### src/sv/rmq_pkg.sv
`default_nettype none

package rmq_pkg;

    // Which quaternion slot receives s/2 (the dominant component).
    typedef enum logic [1:0] {
        PATH_X,
        PATH_Y,
        PATH_Z,
        PATH_W
    } path_t;

    localparam int DIFF_W = 17;

    // Side information that rides along the square root chain.
    typedef struct packed {
        logic                       invalid;
        path_t                      path;
        logic signed [DIFF_W-1:0]   d0;
        logic signed [DIFF_W-1:0]   d1;
        logic signed [DIFF_W-1:0]   d2;
    } rmq_ctl_t;

    // Side information that rides along the divider chain.
    typedef struct packed {
        logic       invalid;
        path_t      path;
        logic [2:0] neg;
    } rmq_sign_t;

endpackage

`default_nettype wire

### src/sv/rmq_sqrt_cell.sv
`default_nettype none

// One step of the digit-by-digit floor square root: two radicand bits in,
// one root bit out.
module rmq_sqrt_cell #(
    parameter int SW = 23
) (
    input  wire logic                clk,
    input  wire logic                rst_n,
    input  wire logic                en,
    input  wire logic                in_valid,
    input  wire rmq_pkg::rmq_ctl_t   in_ctl,
    input  wire logic [2*SW-1:0]     in_bits,
    input  wire logic [SW+1:0]       in_rem,
    input  wire logic [SW-1:0]       in_root,
    output logic                     out_valid,
    output rmq_pkg::rmq_ctl_t        out_ctl,
    output logic [2*SW-1:0]          out_bits,
    output logic [SW+1:0]            out_rem,
    output logic [SW-1:0]            out_root
);
    import rmq_pkg::*;

    logic              valid_reg;
    rmq_ctl_t          ctl_reg;
    logic [2*SW-1:0]   bits_reg;
    logic [SW+1:0]     rem_reg;
    logic [SW-1:0]     root_reg;

    logic [SW+3:0]     rem_sh;
    logic [SW+3:0]     trial;
    logic              take;
    logic [SW+1:0]     rem_next;
    logic [SW-1:0]     root_next;
    logic [SW+3:0]     diff;

    always_comb
    begin
        rem_sh    = {in_rem, in_bits[2*SW-1 -: 2]};
        trial     = {2'b00, in_root, 2'b01};
        take      = (rem_sh >= trial);
        diff      = rem_sh - trial;
        rem_next  = take ? diff[SW+1:0] : rem_sh[SW+1:0];
        root_next = {in_root[SW-2:0], take};
    end

    always_ff @(posedge clk or negedge rst_n)
    begin
        if (!rst_n)
        begin
            valid_reg <= 1'b0;
        end
        else if (en)
        begin
            valid_reg <= in_valid;
        end
    end

    always_ff @(posedge clk)
    begin
        if (en)
        begin
            ctl_reg  <= in_ctl;
            bits_reg <= {in_bits[2*SW-3:0], 2'b00};
            rem_reg  <= rem_next;
            root_reg <= root_next;
        end
    end

    assign out_valid = valid_reg;
    assign out_ctl   = ctl_reg;
    assign out_bits  = bits_reg;
    assign out_rem   = rem_reg;
    assign out_root  = root_reg;

endmodule

`default_nettype wire

### config.mk
export PLATFORM = sky130hd
export DESIGN_NAME = rmq_sqrt_cell
export DESIGN_NICKNAME = d
export VERILOG_FILES = /design/src/sv/rmq_pkg.sv /design/src/sv/rmq_sqrt_cell.sv
export SDC_FILE = /design/constraint.sdc
export NUM_CORES = 1
export LEC_CHECK = 0
export BUFFER_PORTS_ARGS = -buffer_cell sky130_fd_sc_hd__buf_2
export CAP_MARGIN = 20
export CORE_MARGIN = 4
export CORE_UTILIZATION = 46
export CTS_CLUSTER_DIAMETER = 50
export DETAILED_ROUTE_END_ITERATION = 10
export PLACE_DENSITY = 0.81
export RECOVER_POWER = 100
export SLEW_MARGIN = 40
export SYNTH_ARGS = -nofsm -noshare
export SYNTH_HDL_FRONTEND = slang
export SYNTH_SLANG_ARGS = --single-unit
### constraint.sdc
create_clock -name clk -period 0.94 [get_ports clk]
set_input_delay 0.094 -clock clk [delete_from_list [all_inputs] [get_ports clk]]
set_output_delay 0.094 -clock clk [all_outputs]
set_load 0.005 [all_outputs]
# Yosys cells after proc, flatten, opt, wreduce, memory -nomap -nowiden
# Cells that the tools add are included.
# W data, S select, Z words.
# totals
register_bits,147
latch_bits,0
ramBits,0
rom_bits,0
output_inout_bits,149
n_memories,0
# classes
n_addsub,1
mul,0
div_mod_pow,0
n_lt_le_gt_ge,1
n_eq_ne,0
n_shift,0
muxes,1
bitwise,0
n_reduce_logical,0
# ops
cell,n
$ge A27 B25 Y1,1
$mux W25,1
$sub A25 B25 Y25,1

# Depth between registers and ports, before layout
# logic_depth
ltp_word,2
mapped_depth,12
depth_no_buf,9

# Worst setup path after synthesis
# No wires, ideal clock.
# synth_timing
path_type,input to register
startpoint,in in_root[7]
endpoint,reg rem_reg[4] (netlist: out_rem[4]) (data pin)
setup_time_ps,254
arrival_time_ps,1688
required_ps,686
path_slack_ps,-1002
stages,9
path_buffers,1
path_cell_list,inv_1 -> ha_1 -> a21oi_1 -> a21boi_1 -> a31oi_4 -> a21oi_4 -> buf_6 -> a211oi_1 -> a21o_1
# synth_via
elab_chain_len,2
# synth_rtl
element,line_no,rtl
start: declaration,rmq_sqrt_cell.sv:15,"input wire logic [SW-1:0] in_root,"
$ge A27 B25 Y1,rmq_sqrt_cell.sv:41,take = (rem_sh >= trial);
$mux W25,rmq_sqrt_cell.sv:43,rem_next = take ? diff[SW+1:0] : rem_sh[SW+1:0];
net rem_next[4],rmq_sqrt_cell.sv:33,logic [SW+1:0] rem_next;
end signal: assignment,rmq_sqrt_cell.sv:65,rem_reg <= rem_next;
end: declaration,rmq_sqrt_cell.sv:27,logic [SW+1:0] rem_reg;
# The timed path passes the listed nets, and every way through them passes these cells.
# A chain may end at the register's enable or synchronous reset.

# Worst setup path after layout
# layout_timing
startpoint,in in_root[12]
endpoint,reg rem_reg[11] (netlist: out_rem[11]) (data pin)
# Same word-level chain as after synthesis.

==> results by group <==
Floorplan
  • Row cnt: 42
  • Ports: about 300
  • Die X: 124 µm
  • Die height: between 100 and 150 µm
  • Initial Utilization: 47.1%
  • DIE AREA: about 0.015 mm²
  • Core area: 0.0132 mm²

Pwr
  • Switching portion of total power: between 20% and 30%
  • Leakage power: between 4 and 5 nW
  • VDD IR max: between 1 and 1.5 mV
  • Comb power frac: between 20% and 30%
  • Sequential power share: between 40% and 50%
  • Int Power: about 15 mW
  • Pwr per Cell Area: approximately 1800 mW/mm²
  • Switch Pwr: slightly above 5 mW
  • Clock power frac: between 30% and 40%

Setup path
  • CP endpoint kind: flip-flop
  • FF-to-FF Start: out_valid
  • Reg-to-reg critical path endpoint: out_valid
  • Reg2Reg Setup Slack: -0.01 ns
  • Worst setup SP type: input pin
  • Crit Path Category: input pin to flip-flop
  • CP arrival: about 2.0 ns
  • R2R depth: 2
  • Required @ worst endpoint: 1.10 ns
  • Crit path max fanout: 7

Timing
  • Hold Slack: -0.000237 ns
  • Fin. max-slew vios: 0
  • Worst Skew: 0 ns
  • Tmin final: 1.80 ns
  • Hold Vio Cnt, Final: 1
  • Worst-Margin Slew: 0.536 ns
  • Slew HR: between 60% and 70%
  • Max frequency: between 500 and 600 MHz
  • Final Cycle Share: 191%
  • Worst setup margin: -0.857 ns
  • # setup viols final: 178
  • RSZ-0062 raised after global routing: true

Clock tree
  • # clock sinks: approximately 150
  • Clock Path Buffers: 2
  • Clock H-tree levels: 4
  • Worst-skew pair later-pin latency: between 0.4 and 0.5 ns
  • CTS tree: yes
  • Total CTS buffers: 17
  • CTS root buffer: clkbuf_16
  • Clk slew on worst S/H paths: 0.07 ns

Drt
  • Post-route ant nets: 0
  • TritonRoute pass-1 iters: 5
  • WL final: 26.7 mm
  • Initial DRC count: about 520
  • Vias post-DR: approximately 6300
  • DR vias/cell: 5.40
  • Routed len/inst: 22.9 µm
  • DRC Markers: 0

Placement
  • Post-Place Cells: 977
  • Number of port buffers: ~300
  • Pre-CTS WS: -1.35 ns
  • Gp weighted congestion: around 0.94
  • Area after DPL: 0.00881 mm²
  • Post-DP HPWL: approximately 15 mm

Worst hold path
  • Hold Path Class: input pin to flip-flop
  • Worst hold start: in_rem[0]
  • Hold Path Sink: out_rem[2]
  • Hold depth: 3

GRT
  • First-pass GRT wire length: ~39 mm
  • Initial antenna violation count: 4
  • Total gr overflow: 0
  • Vias in the first global route: roughly 6500
  • Overall routing resource usage: around a third
  • Pin count of the biggest net entering global routing: 42

Yosys
  • Ys async rst share: less than 1%
  • Seq/Total Area, Yosys: a little over 70%
  • Synth top area cells: edfxtp_1 70%, ha_1 5.0%, o21ai_0 2.4%, nand2_1 1.9%, xor2_1 1.8%
  • Gate Count Post-Synth: approximately 420
  • Mean Syn Cell Area: 15.0 µm²
  • Post-synthesis cell area: just over 0.006 mm²
  • Ys flop type: edfxtp_1
  • Synth warn: 0
  • Number of synthesized flops with an enable pin: ~150
  • Synth unique cells: between 50 and 60
  • Synthesized flop and latch total: approximately 150
  • Cell taking the most area after synthesis: edfxtp_1
  • Synth top area share: between 70% and 80%

Final layout
  • Fillers: between 600 and 700
  • Leading cell type in the layout, fill and taps excluded: buf_2
  • Fin nets: 1151
  • Most frequent cells in the layout: 257 x buf_2, 146 x edfxtp_1, 132 x dlygate4sd3_1
  • Fin area: 0.0115 mm²
  • Fin cells: 1166
  • Layout cell share with drive strength beyond 1: between 50% and 60%
  • Area delta synth->final: 84.9%
  • Final Core Density: approximately 87%

Status
  • Failing checks: hold timing, setup timing
  • Status: finished with violations

Job
  • Max_cap viols: 0
## worst max-delay path: stages
cell       delay, ns
clkbuf_1        0.12
inv_2           0.06
ha_4            0.32
nand2_1         0.06
o21ai_1         0.24
a31oi_1         0.11
buf_4           0.18
a31oi_4         0.18
a21oi_4         0.10
buf_6           0.15
clkbuf_16       0.17
nand2_2         0.10
o21ai_4         0.06
## cell type report
class                           count  area [µm²]  area share (%)
Sequential cell                   147        4410            38.3
Tap cell                          176         220            1.91
Antenna cell                        3        7.51          0.0651
Multi-Input combinational cell    234        2290            19.9
Clock buffer                       19         453            3.93
Clock inverter                     13         221            1.92
Timing Repair Buffer              546        3800            33.0
Inverter                           28         123            1.06
## stage by stage
step           power, mW  hold slack (ns)  setup TNS (ns)
2_1_floorplan       9.47           -0.202          -23.40
3_3_place_gp        11.2           -0.130          -30.95
3_5_place_dp        11.3           -0.125          -31.95
4_1_cts             19.8          0.00216          -28.90
5_1_grt             21.0           0.0136          -39.34
6_report            20.4        -0.000237          -34.39
## cells in the mapped netlist, drive strengths merged (4+ instances only)
cell and instances:
nand3 4, inv 28, o21a 9, a21boi 4, xnor2 8, nand2 41
ha 25, buf 7, a21o 4, a21oi 22, nor2 13, edfxtp 146
a31oi 6, o31ai 4, xor2 13, o21ai 40
## flip-flops by register name, indices dropped and copies added (netlist names)
| name | count |
|---|---|
| out_rem | 25 |
| out_ctl | 54 |
| out_root | 23 |
| out_bits | 44 |
| out_valid | 1 |
## worst max path at each step
stage / startpoint / to
2_1_floorplan: in_root[2] / out_rem[4]
3_3_place_gp: in_rem[5] / out_rem[21]
3_5_place_dp: in_rem[5] / out_rem[21]
4_1_cts: in_root[2] / out_rem[19]
5_1_grt: in_root[13] / out_rem[20]
6_report: in_root[12] / out_rem[11]
## metal layers
metal / vias to the layer above / part of all wire, % / global-route usage, %
met2: 494 / 53 / 59.6
li1: 2686 / - / -
met1: 2976 / 33 / 34.5
met5: - / 0.052 / 0
met4: 2 / 6.4 / 15.0
met3: 141 / 8.2 / 9.52
## kinds of logic (layout without fill, tap and decap cells)
family / count (synthesis) / after routing / synth area share, %
and+or+nand+nor: 80 / 80 / 6.34
other: 1 / 5 / 0.0601
DFF: 147 / 147 / 70.7
AOI/OAI and AO/OA: 103 / 103 / 11.7
muxes: 3 / 3 / 0.502
adders and majority gates: 25 / 25 / 5.02
buffers and inverters: 36 / 606 / 2.71
xor gates and xnor gates: 21 / 21 / 2.95
## power groups by stage
stage	clock network (mW)	registers [mW]	logic, mW
floorplan	0	8.32	1.15
global placement	0	8.20	3.03
detailed placement	0	8.22	3.10
CTS	7.72	8.09	3.95
global route	8.13	8.19	4.71
finish	7.75	8.14	4.46
## repair_timing
| item | CTS | global route |
|---|---|---|
| hold endpoints to repair | 132 | 2 |
| buffers inserted | 16 | 6 |
| hold buffers | 130 | 2 |
| pin swaps | 38 | 33 |
| endpoints found under the setup margin | 173 | 173 |
| gates cloned | 1 | 1 |
| resized for setup | 81 | 65 |
Note: power is estimated with default switching activity, not from simulation.
